===== src/sv/b2r_pkg.sv =====
`timescale 1ns / 1ps
// Shared types, letter codes and digit-pattern functions for the Roman numeral converter.
package b2r_pkg;

    // ASCII codes of the numeral letters
    localparam logic [6:0] CH_I = 7'h49;
    localparam logic [6:0] CH_V = 7'h56;
    localparam logic [6:0] CH_X = 7'h58;
    localparam logic [6:0] CH_L = 7'h4C;
    localparam logic [6:0] CH_C = 7'h43;
    localparam logic [6:0] CH_D = 7'h44;
    localparam logic [6:0] CH_M = 7'h4D;
    localparam logic [6:0] CH_NONE = 7'h00;

    localparam logic [11:0] MAX_VALUE = 12'd3999;

    // Decade index: 0 units, 1 tens, 2 hundreds, 3 thousands
    localparam int NUM_DECADES = 4;

    // One decoded input: range flag and four decimal digits
    typedef struct packed {
        logic             err;
        logic [3:0][3:0]  dig;
    } item_t;

    // One result character
    typedef struct packed {
        logic [6:0] symbol;
        logic       last;
        logic       range_error;
    } char_t;

    // Number of letters that one decimal digit expands to
    function automatic logic [2:0] digit_len(input logic [3:0] d);
        logic [2:0] n;
        case (d)
            4'd0:    n = 3'd0;
            4'd1:    n = 3'd1;
            4'd2:    n = 3'd2;
            4'd3:    n = 3'd3;
            4'd4:    n = 3'd2;
            4'd5:    n = 3'd1;
            4'd6:    n = 3'd2;
            4'd7:    n = 3'd3;
            4'd8:    n = 3'd4;
            4'd9:    n = 3'd2;
            default: n = 3'd0;
        endcase
        return n;
    endfunction

    // Letter at position pos of digit d in decade dec
    function automatic logic [6:0] digit_symbol(input logic [3:0] d,
                                                input logic [1:0] dec,
                                                input logic [1:0] pos);
        logic [6:0] one;
        logic [6:0] five;
        logic [6:0] ten;
        logic [6:0] s;
        case (dec)
            2'd0:    begin one = CH_I; five = CH_V;    ten = CH_X;    end
            2'd1:    begin one = CH_X; five = CH_L;    ten = CH_C;    end
            2'd2:    begin one = CH_C; five = CH_D;    ten = CH_M;    end
            default: begin one = CH_M; five = CH_NONE; ten = CH_NONE; end
        endcase
        if (d == 4'd9)
            s = (pos == 2'd0) ? one : ten;
        else if (d == 4'd4)
            s = (pos == 2'd0) ? one : five;
        else if (d >= 4'd5)
            s = (pos == 2'd0) ? five : one;
        else
            s = one;
        return s;
    endfunction

endpackage


===== src/sv/binary_to_roman_numeral_core.sv =====
`timescale 1ns / 1ps
// A value passes through three digit stages, the queue and the emitter on its way to the output.
// Throughput: one character per cycle from the single-letter emitter while the output has room;
// an item gives one character per letter (1 for an out-of-range value, up to 15 for 3888).
// The front end takes a new value every cycle unless its last stage waits on a full queue.
// Reset (rst_n, asynchronous, active low) empties the pipeline, the queue and the output register.
module binary_to_roman_numeral_core
#(
    parameter int FIFO_DEPTH = 4
)
(
    input  logic        clk,
    input  logic        rst_n,
    input  logic        push,
    output logic        full,
    input  logic [11:0] value,
    output logic        empty,
    input  logic        pop,
    output logic [6:0]  symbol,
    output logic        last,
    output logic        range_error
);

    logic            item_valid;
    b2r_pkg::item_t  item;
    logic            q_full;
    logic            q_empty;
    logic            q_pop;
    b2r_pkg::item_t  q_data;
    b2r_pkg::char_t  out_char;

    // Accept values and split them into digits
    b2r_front u_front
    (
        .clk        (clk),
        .rst_n      (rst_n),
        .push       (push),
        .full       (full),
        .value      (value),
        .item_valid (item_valid),
        .item       (item),
        .q_full     (q_full)
    );

    // Buffer decoded items
    b2r_fifo #(.DEPTH(FIFO_DEPTH)) u_fifo
    (
        .clk     (clk),
        .rst_n   (rst_n),
        .wr_en   (item_valid),
        .wr_data (item),
        .rd_en   (q_pop),
        .rd_data (q_data),
        .q_empty (q_empty),
        .q_full  (q_full)
    );

    // Emit the numeral letters
    b2r_back u_back
    (
        .clk      (clk),
        .rst_n    (rst_n),
        .q_empty  (q_empty),
        .q_data   (q_data),
        .q_pop    (q_pop),
        .empty    (empty),
        .pop      (pop),
        .out_char (out_char)
    );

    assign symbol      = out_char.symbol;
    assign last        = out_char.last;
    assign range_error = out_char.range_error;

endmodule


===== src/sv/b2r_front.sv =====
`timescale 1ns / 1ps
// Front end: accepts values, checks range and splits them into decimal digits over three stages.
module b2r_front
(
    input  logic            clk,
    input  logic            rst_n,
    input  logic            push,
    output logic            full,
    input  logic [11:0]     value,
    output logic            item_valid,
    output b2r_pkg::item_t  item,
    input  logic            q_full
);

    logic        s1_valid_reg, s2_valid_reg, s3_valid_reg;
    logic        s1_err_reg, s2_err_reg;
    logic [1:0]  s1_th_reg, s2_th_reg;
    logic [9:0]  s1_rem_reg;
    logic [3:0]  s2_hu_reg;
    logic [6:0]  s2_rem_reg;
    b2r_pkg::item_t s3_item_reg;

    logic        adv;
    logic        err_next;
    logic [1:0]  th_next;
    logic [11:0] th_sub;
    logic [9:0]  rem1_next;
    logic [3:0]  hu_next;
    logic [9:0]  hu_sub;
    logic [6:0]  rem2_next;
    logic [3:0]  te_next;
    logic [6:0]  te_sub;
    logic [3:0]  un_next;

    // Advance the whole pipe unless the last stage is stuck on a full queue
    assign adv        = !(s3_valid_reg && q_full);
    assign full       = !adv;
    assign item_valid = s3_valid_reg;
    assign item       = s3_item_reg;

    // Stage 1: range check and thousands digit
    always_comb
    begin
        err_next = (value == 12'd0) || (value > b2r_pkg::MAX_VALUE);
        if (value >= 12'd3000)
            th_next = 2'd3;
        else if (value >= 12'd2000)
            th_next = 2'd2;
        else if (value >= 12'd1000)
            th_next = 2'd1;
        else
            th_next = 2'd0;
        case (th_next)
            2'd0:    th_sub = 12'd0;
            2'd1:    th_sub = 12'd1000;
            2'd2:    th_sub = 12'd2000;
            default: th_sub = 12'd3000;
        endcase
        rem1_next = 10'(value - th_sub);
    end

    // Stage 2: hundreds digit
    always_comb
    begin
        hu_next = 4'd0;
        for (int k = 1; k <= 9; k++)
        begin
            if (s1_rem_reg >= 10'(k * 100))
                hu_next = 4'(k);
        end
        hu_sub    = 10'(hu_next) * 10'd100;
        rem2_next = 7'(s1_rem_reg - hu_sub);
    end

    // Stage 3: tens and units digits
    always_comb
    begin
        te_next = 4'd0;
        for (int k = 1; k <= 9; k++)
        begin
            if (s2_rem_reg >= 7'(k * 10))
                te_next = 4'(k);
        end
        te_sub  = 7'(te_next) * 7'd10;
        un_next = 4'(s2_rem_reg - te_sub);
    end

    // Hold valid bits under reset
    always_ff @(posedge clk or negedge rst_n)
    begin
        if (!rst_n)
        begin
            s1_valid_reg <= 1'b0;
            s2_valid_reg <= 1'b0;
            s3_valid_reg <= 1'b0;
        end
        else if (adv)
        begin
            s1_valid_reg <= push;
            s2_valid_reg <= s1_valid_reg;
            s3_valid_reg <= s2_valid_reg;
        end
    end

    // Advance payload through the stages
    always_ff @(posedge clk)
    begin
        if (adv)
        begin
            s1_err_reg         <= err_next;
            s1_th_reg          <= th_next;
            s1_rem_reg         <= rem1_next;
            s2_err_reg         <= s1_err_reg;
            s2_th_reg          <= s1_th_reg;
            s2_hu_reg          <= hu_next;
            s2_rem_reg         <= rem2_next;
            s3_item_reg.err    <= s2_err_reg;
            s3_item_reg.dig[3] <= {2'b00, s2_th_reg};
            s3_item_reg.dig[2] <= s2_hu_reg;
            s3_item_reg.dig[1] <= te_next;
            s3_item_reg.dig[0] <= un_next;
        end
    end

endmodule


===== src/sv/b2r_fifo.sv =====
`timescale 1ns / 1ps
// Small register queue that decouples the front end from the character emitter.
module b2r_fifo
#(
    parameter int DEPTH = 4
)
(
    input  logic            clk,
    input  logic            rst_n,
    input  logic            wr_en,
    input  b2r_pkg::item_t  wr_data,
    input  logic            rd_en,
    output b2r_pkg::item_t  rd_data,
    output logic            q_empty,
    output logic            q_full
);

    localparam int PW = (DEPTH > 1) ? $clog2(DEPTH) : 1;
    localparam int CW = $clog2(DEPTH + 1);

    b2r_pkg::item_t   mem_reg [DEPTH];
    logic [PW-1:0]    wr_ptr_reg, rd_ptr_reg;
    logic [CW-1:0]    count_reg;
    logic             do_wr, do_rd;

    assign q_empty = (count_reg == CW'(0));
    assign q_full  = (count_reg == CW'(DEPTH));
    assign do_wr   = wr_en && !q_full;
    assign do_rd   = rd_en && !q_empty;
    assign rd_data = mem_reg[rd_ptr_reg];

    // Advance pointers and occupancy
    always_ff @(posedge clk or negedge rst_n)
    begin
        if (!rst_n)
        begin
            wr_ptr_reg <= '0;
            rd_ptr_reg <= '0;
            count_reg  <= '0;
        end
        else
        begin
            if (do_wr)
                wr_ptr_reg <= (wr_ptr_reg == PW'(DEPTH - 1)) ? '0 : wr_ptr_reg + 1'b1;
            if (do_rd)
                rd_ptr_reg <= (rd_ptr_reg == PW'(DEPTH - 1)) ? '0 : rd_ptr_reg + 1'b1;
            if (do_wr && !do_rd)
                count_reg <= count_reg + 1'b1;
            else if (do_rd && !do_wr)
                count_reg <= count_reg - 1'b1;
        end
    end

    // Store the incoming transfer
    always_ff @(posedge clk)
    begin
        if (do_wr)
            mem_reg[wr_ptr_reg] <= wr_data;
    end

endmodule


===== src/sv/b2r_back.sv =====
`timescale 1ns / 1ps
// Back end: walks an item's digits, one letter per cycle while output has room.
module b2r_back
(
    input  logic            clk,
    input  logic            rst_n,
    input  logic            q_empty,
    input  b2r_pkg::item_t  q_data,
    output logic            q_pop,
    output logic            empty,
    input  logic            pop,
    output b2r_pkg::char_t  out_char
);

    logic            busy_reg;
    b2r_pkg::item_t  item_reg;
    logic [1:0]      dec_reg;
    logic [1:0]      pos_reg;
    logic            out_valid_reg;
    b2r_pkg::char_t  out_reg;

    logic [3:0]      cur_dig;
    logic [2:0]      cur_len;
    logic            end_of_digit;
    logic [2:0]      lower;
    logic [2:0]      first;
    logic            is_last;
    logic            out_room;
    logic            emit;
    b2r_pkg::char_t  char_next;

    // Find the highest nonzero decade below lim; bit 2 flags a hit
    function automatic logic [2:0] hi_nz(input logic [3:0][3:0] dig,
                                         input logic [2:0] lim);
        logic [2:0] r;
        r = 3'd0;
        for (int i = 0; i < b2r_pkg::NUM_DECADES; i++)
        begin
            if ((dig[i] != 4'd0) && (3'(i) < lim))
                r = {1'b1, 2'(i)};
        end
        return r;
    endfunction

    assign cur_dig      = item_reg.dig[dec_reg];
    assign cur_len      = b2r_pkg::digit_len(cur_dig);
    assign end_of_digit = ({1'b0, pos_reg} == (cur_len - 3'd1));
    assign lower        = hi_nz(item_reg.dig, {1'b0, dec_reg});
    assign first        = hi_nz(q_data.dig, 3'd4);
    assign is_last      = item_reg.err || (end_of_digit && !lower[2]);

    assign out_room = !out_valid_reg || pop;
    assign emit     = busy_reg && out_room;
    assign q_pop    = !q_empty && (!busy_reg || (emit && is_last));

    assign empty    = !out_valid_reg;
    assign out_char = out_reg;

    // Form the next character
    always_comb
    begin
        char_next.last        = is_last;
        char_next.range_error = item_reg.err;
        if (item_reg.err)
            char_next.symbol = b2r_pkg::CH_NONE;
        else
            char_next.symbol = b2r_pkg::digit_symbol(cur_dig, dec_reg, pos_reg);
    end

    // Sequence through decades and letter positions
    always_ff @(posedge clk or negedge rst_n)
    begin
        if (!rst_n)
        begin
            busy_reg      <= 1'b0;
            dec_reg       <= 2'd0;
            pos_reg       <= 2'd0;
            out_valid_reg <= 1'b0;
        end
        else
        begin
            if (q_pop)
            begin
                busy_reg <= 1'b1;
                dec_reg  <= first[1:0];
                pos_reg  <= 2'd0;
            end
            else if (emit)
            begin
                if (is_last)
                    busy_reg <= 1'b0;
                else if (end_of_digit)
                begin
                    dec_reg <= lower[1:0];
                    pos_reg <= 2'd0;
                end
                else
                    pos_reg <= pos_reg + 2'd1;
            end
            if (emit)
                out_valid_reg <= 1'b1;
            else if (pop)
                out_valid_reg <= 1'b0;
        end
    end

    // Load the item and the output character
    always_ff @(posedge clk)
    begin
        if (q_pop)
            item_reg <= q_data;
        if (emit)
            out_reg <= char_next;
    end

endmodule


===== config.mk =====
export PLATFORM = sky130hd
export DESIGN_NAME = binary_to_roman_numeral_core
export DESIGN_NICKNAME = d
export VERILOG_FILES = /design/src/sv/b2r_pkg.sv /design/src/sv/binary_to_roman_numeral_core.sv /design/src/sv/b2r_front.sv /design/src/sv/b2r_fifo.sv /design/src/sv/b2r_back.sv
export SDC_FILE = /design/constraint.sdc
export NUM_CORES = 1
export LEC_CHECK = 0
export ABC_AREA = 0
export BUFFER_PORTS_ARGS = -buffer_cell sky130_fd_sc_hd__buf_2
export CAP_MARGIN = 10
export CORE_MARGIN = 10
export CORE_UTILIZATION = 45
export CTS_BUF_LIST = sky130_fd_sc_hd__clkbuf_2
export CTS_CLUSTER_DIAMETER = 80
export DETAILED_ROUTE_END_ITERATION = 12
export PLACE_DENSITY = 0.65
export SLEW_MARGIN = 20
export SYNTH_ARGS = -nofsm -noshare
export SYNTH_HDL_FRONTEND = slang
export SYNTH_SLANG_ARGS = --single-unit
export TNS_END_PERCENT = 5

===== constraint.sdc =====
create_clock -name clk -period 3.7 [get_ports clk]
set_input_delay 0.37 -clock clk [delete_from_list [all_inputs] [get_ports clk]]
set_output_delay 0.37 -clock clk [all_outputs]
set_load 0.02 [all_outputs]

; ---- Word level (Yosys, flattened, before mapping)
; Memory sizes are Yosys's and may differ from the RTL's.
; Index checks and enable logic that the tools add are counted.
[word_totals]
ff_bits = 84
ramBits = 60
rom_bits = 48
output_inout_bits = 11
elab_cells = 181
memories = 2
[mem_list]
columns = memory, words, word_bits, read_ports, rd_ports_with_merged_regs, wr, line
row1 = u_fifo.mem_reg, 4, 15, 1, 0, 1, b2r_fifo.sv:21  ; b2r_pkg::item_t mem_reg [DEPTH];
row2 = (no name shown), 16, 3, 1, 0, 0, b2r_pkg.sv:36  ; case (d)
[classes]
addsub = 9
n_mul = 2
n_lt_le_gt_ge = 27
n_eq_ne = 11
mux = 58
n_reduce_logical = 42
[op_table]
columns = operator, n
row1 = 2-to-1 mux 7 bit, 6
row2 = case mux 7 bit (3 select lines), 2
row3 = >= comparator 10 bit (second input constant), 4
row4 = 2-to-1 mux 3 bit, 13
row5 = 2-to-1 mux 2 bit, 19
row6 = >= comparator 10 x 9 -> 1 bit (second input constant), 3
row7 = case mux 10 bit (3 select lines), 1
row8 = nonzero test 4 bit, 6
row9 = >= comparator 7 x 6 -> 1 bit (second input constant), 3
row10 = >= comparator 7 bit (second input constant), 3
row11 = 2-to-1 mux 4 bit, 5
row12 = case mux 5 bit (3 select lines), 1
row13 = >= comparator 7 x 5 -> 1 bit (second input constant), 2
row14 = >= comparator 12 x 10 -> 1 bit (second input constant), 1
row15 = >= comparator 12 x 11 -> 1 bit (second input constant), 1
row16 = >= comparator 12 bit (second input constant), 1
row17 = > comparator 12 bit (second input constant), 1
row18 = logical AND 1 bit, 12
row19 = zero test 12 bit, 1
row20 = >= comparator 10 x 7 -> 1 bit (second input constant), 1
row21 = >= comparator 10 x 8 -> 1 bit (second input constant), 1
row22 = 2-to-1 mux 1 bit, 10
row23 = nonzero test 2 bit, 5
row24 = subtractor 10 bit, 1
row25 = other kinds (26), 46

; ---- Logic depth before layout (Yosys ltp)
; Gate-level depths: netlist of run 1.
[depth]
word_depth = 15
mapped_depth = 19
ltp_nobuf = 17

; ---- By module
; From an unflattened synthesis of run 1, not the netlist that was laid out.
[hier_totals]
cells_unflattened = 478
hier_area_um2 = 7120.6
[modules_own_cells]
columns = mod, instances, cells_per_inst, area_each_um2
row1 = b2r_fifo, 1, 126, 2917.8
row2 = b2r_front, 1, 193, 2328.5
row3 = b2r_back, 1, 159, 1874.3

; ---- Least setup slack after synthesis of run 1
; OpenSTA, ideal clock, no wires.
[synth_timing]
kind = reg-to-reg
from = register u_back.dec_reg[1]
to = register u_fifo.count_reg[1]
setup_ns = 0.125
arrival_time_ns = 3.910
required_time_ns = 3.575
slack_ns = -0.335
path_stages_with_launch = 18
n_path_buf = 2
period_less_slack_ns = 4.035
cell_sequence = dfrtp_1 -> clkbuf_1 -> mux2i_1 -> a2bb2oi_1 -> clkbuf_1 -> nand2_1 -> nor2_1 -> a21oi_1 -> ha_1 -> xnor2_1 -> nor2_1 -> mux2i_1 -> nor4_1 -> a21oi_4 -> ha_1 -> inv_1 -> fa_1 -> mux2_2
[synth_between]
elab_chain_cells = 15
[synth_lines]
columns = item, line
row1 = start: declaration, b2r_back.sv:17  ; logic [1:0] dec_reg;
row2 = start signal: assignment, b2r_back.sv:85  ; dec_reg <= first[1:0];
row3 = start signal: assignment, b2r_back.sv:94  ; dec_reg <= lower[1:0];
row4 = "parallel branches: the longest is 6 deep, another holds memory read (16 x 3 bit)", -
row5 = logical AND 1 bit *, b2r_back.sv:50  ; assign is_last = item_reg.err || (end_of_digit && !lower[2]);
row6 = logical OR 1 bit *, b2r_back.sv:50
row7 = logical AND 1 bit *, b2r_back.sv:54  ; assign q_pop = !q_empty && (!busy_reg || (emit && is_last));
row8 = logical OR 1 bit *, b2r_back.sv:54
row9 = logical AND 1 bit *, b2r_back.sv:54
row10 = logical AND 1 bit *, b2r_fifo.sv:29  ; assign do_rd = rd_en && !q_empty;
row11 = zero test 1 bit, b2r_fifo.sv:47  ; if (do_wr && !do_rd)
row12 = logical AND 1 bit, b2r_fifo.sv:47
row13 = 2-to-1 mux 3 bit or nonzero test 2 bit (tied branches), -
row14 = end signal: assignment, b2r_fifo.sv:48  ; count_reg <= count_reg + 1'b1;
row15 = end signal: assignment, b2r_fifo.sv:50  ; count_reg <= count_reg - 1'b1;
row16 = end: declaration, b2r_fifo.sv:23  ; logic [CW-1:0] count_reg;
; Every way passes the cells marked *. The select of a mux whose other input is x is not followed.
; A chain may end at the register's enable or synchronous reset.

; ---- Worst setup path after layout of run 1
[layout_timing]
from = register u_back.dec_reg[0]
to = register u_fifo.count_reg[1]
; Same word-level chain as after synthesis.

==> impl_metrics.ini, run 1 <==
[run_status]
status = finished, final reports clean

[die]
core.rowCount = 44
die-area_sq_um = 20190
die_y_um = 142.1
core-area_sq_um = 14590
die_x_um = 142.1
pin_count = 27
start_util = 0.4598

[layout]
register_area_sq_um = 4156
layout_common_cells = edfxtp_1 (125), inv_1 (36), ha_1 (28)
area_growth_pct = 14.03
largest_reg_flops = 60
nFillCells = 1191
n_antenna_cell = 0
multi_input_area_sq_um = 2406
fin_util = 0.5243
layout_commonest_cell = edfxtp_1
drive_above_1_share = 0.2249
stdcell_count = 731
nNetsFinal = 583

[worst_setup_path]
arrival_ns = 4.20
crit_path_max_incr_delay_ns = 0.54
crit_fanout = 4
crit_family = adder cells
path_cells = mux4_2 -> nand2b_4 -> nor2_4 -> a21oi_1 -> ha_1 -> xnor2_2 -> nor2_1 -> mux2i_2 -> nor4_2 -> a21oi_4 -> ha_2 -> inv_2 -> fa_2 -> mux2_2
crit_buf_inv = 1
crit_path_end_kind = register
crit_type = register to register
slowest_stage = mux4_2
start_kind = register
cp.required_ns = 4.28

[place]
dp.cells = 685
gp_congestion = 0.8575
hpwl_mm = 8.251
place.port_buffers = 25

[job]
drv_cap = 0

[clocking]
worstSkewPairLatency_ns = 0.68
numCtsBuffers = 17
cts_buffer_depth = 2
clkTransAtPathRegs_ns = 0.20
htree_levels = 4
cts_root_buffer = clkbuf_2
cts_tree = yes
clock_sinks = 141

[yosys]
synth_cells = 479
syn_nets = 528
ys_ff_latch = 141
synth-main-ff-cell = edfxtp_1
ys.warnings.count = 0
yosys.area.top_type = edfxtp_1
syn_area_per_cell_sq_um = 14.00
ys_types = 64
synth.area.top_cells = edfxtp_1 (56%), dfrtp_1 (6.0%), ha_1 (5.4%), mux4_2 (5.4%), inv_1 (2.1%)
synth_edf_count = 125
yosysSeqAreaShare = 0.6193
netlist_area_sq_um = 6708
synth-async-reset-ratio = 0.1135
yosysTopAreaCellShare = 0.5596

[routing]
drc = 0
num_vias = 3971
via_per_inst = 5.432
wl_per_cell_um = 15.97
first_pass_iters = 4
drt_wl_total_mm = 11.68
first_iter_violations = 211
postRouteAntennaNets = 0

[global_route]
grt_pass1_vias = 4051
antenna_found_initial = 0
overflow = 0
grt_pass1_wl_mm = 19.61
grt_start_max_net_pins = 25
grt_usage = 0.1198

[power_and_ir_drop]
finalPower_mw = 7.086
power.leakage_nw = 2.937
power.density_nw_per_um2 = 926.5
ir_worst_vdd_mv = 0.4535

[timing]
slew_violations = 0
report.final.hold_viol_count = 0
setup_viol = 0
finalCriticalPeriod_ns = 3.613
grt_setup_unrepaired = yes
final.period_utilization = 0.9764
setup_tns_ns = 0
maxSlewHeadroom = 0.3723
fmax_mhz = 276.8
worstMarginPinSlew_ns = 0.9405
skew_ns = 0.02287

[min_path]
worstHoldPathType = input port to async pin
[cell usage after synthesis (all sizes together) (3+ instances only)]
master,number
or4,3
nand2b,8
dfrtp,16
a31oi,3
buf,3
nor2b,6
a21oi,29
edfxtp,125
mux4,17
and2,6
a21o,8
a211oi,4
mux2i,9
xor2,6
o21ai,18
mux2,6
nand3,7
or3,6
fa,4
nand2,17
a311oi,3
nor4,9
ha,29
or2,3
xnor2,13
inv,37
a21boi,3
nor2,29
nor3,8
clkbuf,13
[report_power, final]
group / total, mW / internal [mW] / leakage, nW / switching, mW
clock: 1.26 / 0.721 / 0.208 / 0.537
combinational: 2.76 / 1.32 / 1.33 / 1.44
sequential: 3.07 / 2.62 / 1.40 / 0.446
[worst paths after layout]
path / cells after the start / end / slack (ns) / from
worst max-delay path: 14 / u_fifo.count_reg[1] / 0.09 / u_back.dec_reg[0]
worst min-delay path: 2 / u_fifo.rd_ptr_reg[0] / 0.1 / rst_n
worst max register to register: 14 / u_fifo.count_reg[1] / 0.09 / u_back.dec_reg[0]
worst min register to register: 0 / u_front.item[9] / 0.43 / u_front.s2_hu_reg[1]
max in group asynchronous: 2 / u_back.dec_reg[1] / 3.31 / rst_n
min in group clk: 3 / u_front.s1_rem_reg[9] / 0.14 / value[9]
[worst reg2reg max path, cell delays in order, from the launching register on]
cell and delay [ns]:
dfrtp_2 0.45, mux4_2 0.54, nand2b_4 0.18, nor2_4 0.13, a21oi_1 0.06, ha_1 0.33
xnor2_2 0.16, nor2_1 0.15, mux2i_2 0.12, nor4_2 0.36, a21oi_4 0.10, ha_2 0.21
inv_2 0.05, fa_2 0.41, mux2_2 0.27
[metal layers]
metal	part of all wire	global-route usage	vias up	wire length [um]
met5	0	0	-	0
met4	0.015	0.04034	0	177
met3	0.041	0.03672	16	478
met2	0.51	0.2018	81	5966
met1	0.43	0.1423	1957	5054
li1	-	-	1917	-
[stage by stage]
step	hold WS, ns	area, sq um	setup WS [ns]
floorplan	0.07441	6724	0.007681
global placement	0.3079	7098	0.1591
detailed placement	0.3156	7098	-0.01588
CTS	0.04700	7545	0.02290
global route	0.05802	7649	-0.04434
finish	0.09883	7649	0.08726
[cell type report]
class / instances / share of cell area
Sequential cell: 141 / 0.5434
Clock inverter: 12 / 0.03468
Clock buffer: 20 / 0.01309
Tap cell: 184 / 0.03010
Inverter: 37 / 0.01816
Timing Repair Buffer: 52 / 0.04597
Multi-Input combinational cell: 285 / 0.3146
[kinds of logic (layout without fill, tap and decap cells)]
family | count (synthesis) | in the layout | share of synthesized area
flip-flops | 141 | 141 | 0.6193
AND/OR/NAND/NOR | 108 | 108 | 0.08263
AO/OA/AOI/OAI | 91 | 91 | 0.09271
buffers and inverters | 53 | 121 | 0.03134
adder cells (fa/ha/maj) | 34 | 34 | 0.06753
multiplexers | 32 | 32 | 0.08114
XOR/XNOR | 19 | 19 | 0.02481
other | 1 | 1 | 0.0005591
[what timing repair did]
action,in CTS,in global routing
setup buffers,0,6
cloned,0,0
hold buffers,8,0
resized for setup,1,18
endpoints found under the hold margin,22,0
setup endpoints to repair,1,2
pin swaps,0,9
No activity file was read; power rests on OpenSTA's default activity.
==> inputs of run 2 (changes only) <==
ABC_AREA = 1   (was 0)
CAP_MARGIN = 20   (was 10)
PLACE_DENSITY = 0.64   (was 0.65)
==> run 2 against run 1 <==
Effect of this change: wire length rose by 7.2%; area after synthesis rose by 2.1%; synthesized cell count rose by 34%; via count rose by 15%; count of clock-buffer cells in the layout fell by 3; first-iteration DRC count rose by 36%; critical path type unchanged; highest routed layer unchanged.
==> impl_metrics.ini, run 2 <==
[run_status]
status = finished, final reports clean

[place]
place.port_buffers = 25
placed_cell_area_sq_um = 7186
hpwl_mm = 8.834
gp_congestion = 0.8589

[timing]
hold_ws_ns = 0.07250
report.final.hold_viol_count = 0
setup_viol = 0
worstMarginPinSlew_ns = 0.9450
grt_setup_unrepaired = no
final.period_utilization = 0.9250
finalCriticalPeriod_ns = 3.422
slew_violations = 0
fmax_mhz = 292.2
setup_tns_ns = 0
skew_ns = 0.04593
maxSlewHeadroom = 0.3694

[yosys]
ys.warnings.count = 0
synth_cells = 641
ys_ff_latch = 141
synth.area.top_cells = edfxtp_1 (55%), nand2_1 (6.9%), dfrtp_1 (5.8%), ha_1 (5.3%), inv_1 (4.5%)
synth-simple-area-share = 0.1497
ys_types = 50
syn_nets = 690
yosys.area.top_type = edfxtp_1
synthAdderAreaFrac = 0.06470
synthMuxAreaShare = 0.001645
synthMostInstantiatedCell = nand2_1
synth_edf_count = 125
synth_top_family_by_area = simple AND/OR/NAND/NOR gates
yosysSeqAreaShare = 0.6068
netlist_area_sq_um = 6845
synth_compound_gate_area_share = 0.09486
synthXorXnorAreaFrac = 0.02303
yosysTopAreaCellShare = 0.5483
syn_area_per_cell_sq_um = 10.68
synth-async-reset-ratio = 0.1135
synth-main-ff-cell = edfxtp_1
synth_common_cells = nand2_1 (126), edfxtp_1 (125), inv_1 (82), nor2_1 (58), o21ai_0 (46)

[layout]
layout_commonest_cell = nand2_1
area_growth_pct = 10.40
drive_above_1_share = 0.1329
final_cell_area_sq_um = 7557
nNetsFinal = 736
multi_input_area_sq_um = 2302
layout_common_cells = nand2_1 (126), edfxtp_1 (125), inv_1 (81)
register_area_sq_um = 4155
largest_reg_flops = 60
nFillCells = 1323

[die]
start_util = 0.4553
pin_count = 27
core.rowCount = 45
die-area_sq_um = 20540
die_x_um = 143.3
die_y_um = 143.3
core-area_sq_um = 15030

[power_and_ir_drop]
finalPower_mw = 7.319
power.density_nw_per_um2 = 968.4
power.leakage_nw = 3.198
p_sw_frac = 0.4117
clockPowerShare = 0.135
ir_worst_vdd_mv = 0.3174
p_sw_mw = 3.013
p_int_mw = 4.306
combPwrFrac = 0.441
seqPwrFrac = 0.424

[min_path]
worstHoldPathType = input port to async pin

[global_route]
antenna_found_initial = 1
grt_usage = 0.1297
grt_start_max_net_pins = 44
overflow = 0
grt_pass1_wl_mm = 21.25
grt_pass1_vias = 4556

[routing]
drt_wl_total_mm = 12.51
first_pass_iters = 5
via_per_inst = 5.153
num_vias = 4581
drc = 0
wl_per_cell_um = 14.07
postRouteAntennaNets = 0
first_iter_violations = 287

[worst_setup_path]
ff2ff_setup_slack_ns = 0.28
arrival_ns = 4.02
crit_family = simple AND/OR/NAND/NOR gates
r2r-end = u_fifo.count_reg[2]
crit_path_max_incr_delay_ns = 0.50
crit_type = register to register
timing.rr.start = u_back.dec_reg[0]
crit_fanout = 7
start_kind = register
worstRegToRegCells = 22
crit_buf_inv = 3
cp.required_ns = 4.30
crit_top_cell = nand2_1
slowest_stage = dfrtp_2
crit_path_end_kind = register
path_cells = buf_2 -> nand2_1 -> nand2_1 -> nand2_1 -> nor2_2 -> nand2_1 -> inv_2 -> a21oi_1 -> ha_1 -> xnor2_1 -> nor2_4 -> nand3_2 -> nand2_2 -> nand2_2 -> nand2_4 -> nand2_2 -> ha_1 -> inv_1 -> fa_1 -> a21oi_1 -> o21ai_0 -> xor2_1

[clocking]
cts_root_buffer = clkbuf_2
worstSkewPairLatency_ns = 0.70
clkTransAtPathRegs_ns = 0.23
numCtsBuffers = 17
cts_buffer_depth = 2
cts_tree = yes
clock_sinks = 141
htree_levels = 4

[job]
drv_cap = 0
run 2: worst max-delay path by stage:
| stage | to | cells after the start | slack (ns) | from |
|---|---|---|---|---|
| final | u_fifo.count_reg[2] | 22 | 0.28 | u_back.dec_reg[0] |
| after CTS | u_fifo.count_reg[2] | 22 | 0.07 | u_back.dec_reg[0] |
| after global routing | u_fifo.count_reg[2] | 22 | 0.003 | u_back.dec_reg[0] |
| after global placement | u_fifo.count_reg[2] | 22 | 0.26 | u_back.dec_reg[0] |
| after detailed placement | u_fifo.count_reg[2] | 22 | 0.12 | u_back.dec_reg[0] |
| after floorplan | u_fifo.count_reg[2] | 24 | 0.33 | u_back.dec_reg[0] |
run 2: per-stage QoR:
step           instances  worst slack, ns    util
6_report             889           0.2776  0.5027
5_1_grt              889         0.003261  0.5027
4_1_cts              884          0.06541  0.5006
3_5_place_dp         846           0.1180  0.4780
3_3_place_gp         846           0.2611  0.4780
2_1_floorplan        641           0.3292       -
run 2: worst register-to-register path, cell delays in order, from the launching register on:
cell	delay (ns)
dfrtp_2	0.50
buf_2	0.20
nand2_1	0.07
nand2_1	0.06
nand2_1	0.09
nor2_2	0.16
nand2_1	0.14
inv_2	0.14
a21oi_1	0.06
ha_1	0.29
xnor2_1	0.23
nor2_4	0.08
nand3_2	0.09
nand2_2	0.06
nand2_2	0.07
nand2_4	0.06
nand2_2	0.06
ha_1	0.14
inv_1	0.06
fa_1	0.37
a21oi_1	0.14
o21ai_0	0.10
xor2_1	0.16
run 2: cell families after synthesis:
logic type                 Yosys count
muxes                                1
buffers and inverters               98
adders and majority gates           33
DFF                                141
xor gates and xnor gates            18
other                                1
and+or+nand+nor                    240
AOI/OAI and AO/OA                  109
run 2: repair_timing:
item                                    in CTS  in global routing
endpoints found under the hold margin       21                  0
hold buffers                                 6                  0
gates resized for setup                      0                  2
setup buffers                                0                  4
endpoints found under the setup margin       0                  2
run 2: cell type report:
cell class / count / share of cell area
inverters: 85 / 0.04387
clock buffers: 17 / 0.01126
repair buffers: 40 / 0.03311
clock inverters: 15 / 0.02583
flip-flops and latches: 141 / 0.5498
well taps: 188 / 0.03113
diodes: 1 / 0.0003311
multi-input cells: 402 / 0.3046
run 2: power groups by stage:
stage          registers (mW)  clock network, mW  logic, mW
6_report                 3.11              0.987       3.23
4_1_cts                  3.12               1.02       3.22
3_5_place_dp             3.16                  0       3.19
3_3_place_gp             3.12                  0       3.09
2_1_floorplan            3.06                  0       2.47
5_1_grt                  3.18               1.10       3.74
run 2: per-layer routing:
layer | routed length [um] | up-vias | GRT usage | share of wire
li1 | - | 2288 | - | -
met4 | 208 | 0 | 0.05051 | 0.017
met3 | 474 | 17 | 0.03432 | 0.038
met5 | 0 | - | 0 | 0
met1 | 5370 | 2171 | 0.1495 | 0.43
met2 | 6459 | 105 | 0.2256 | 0.52
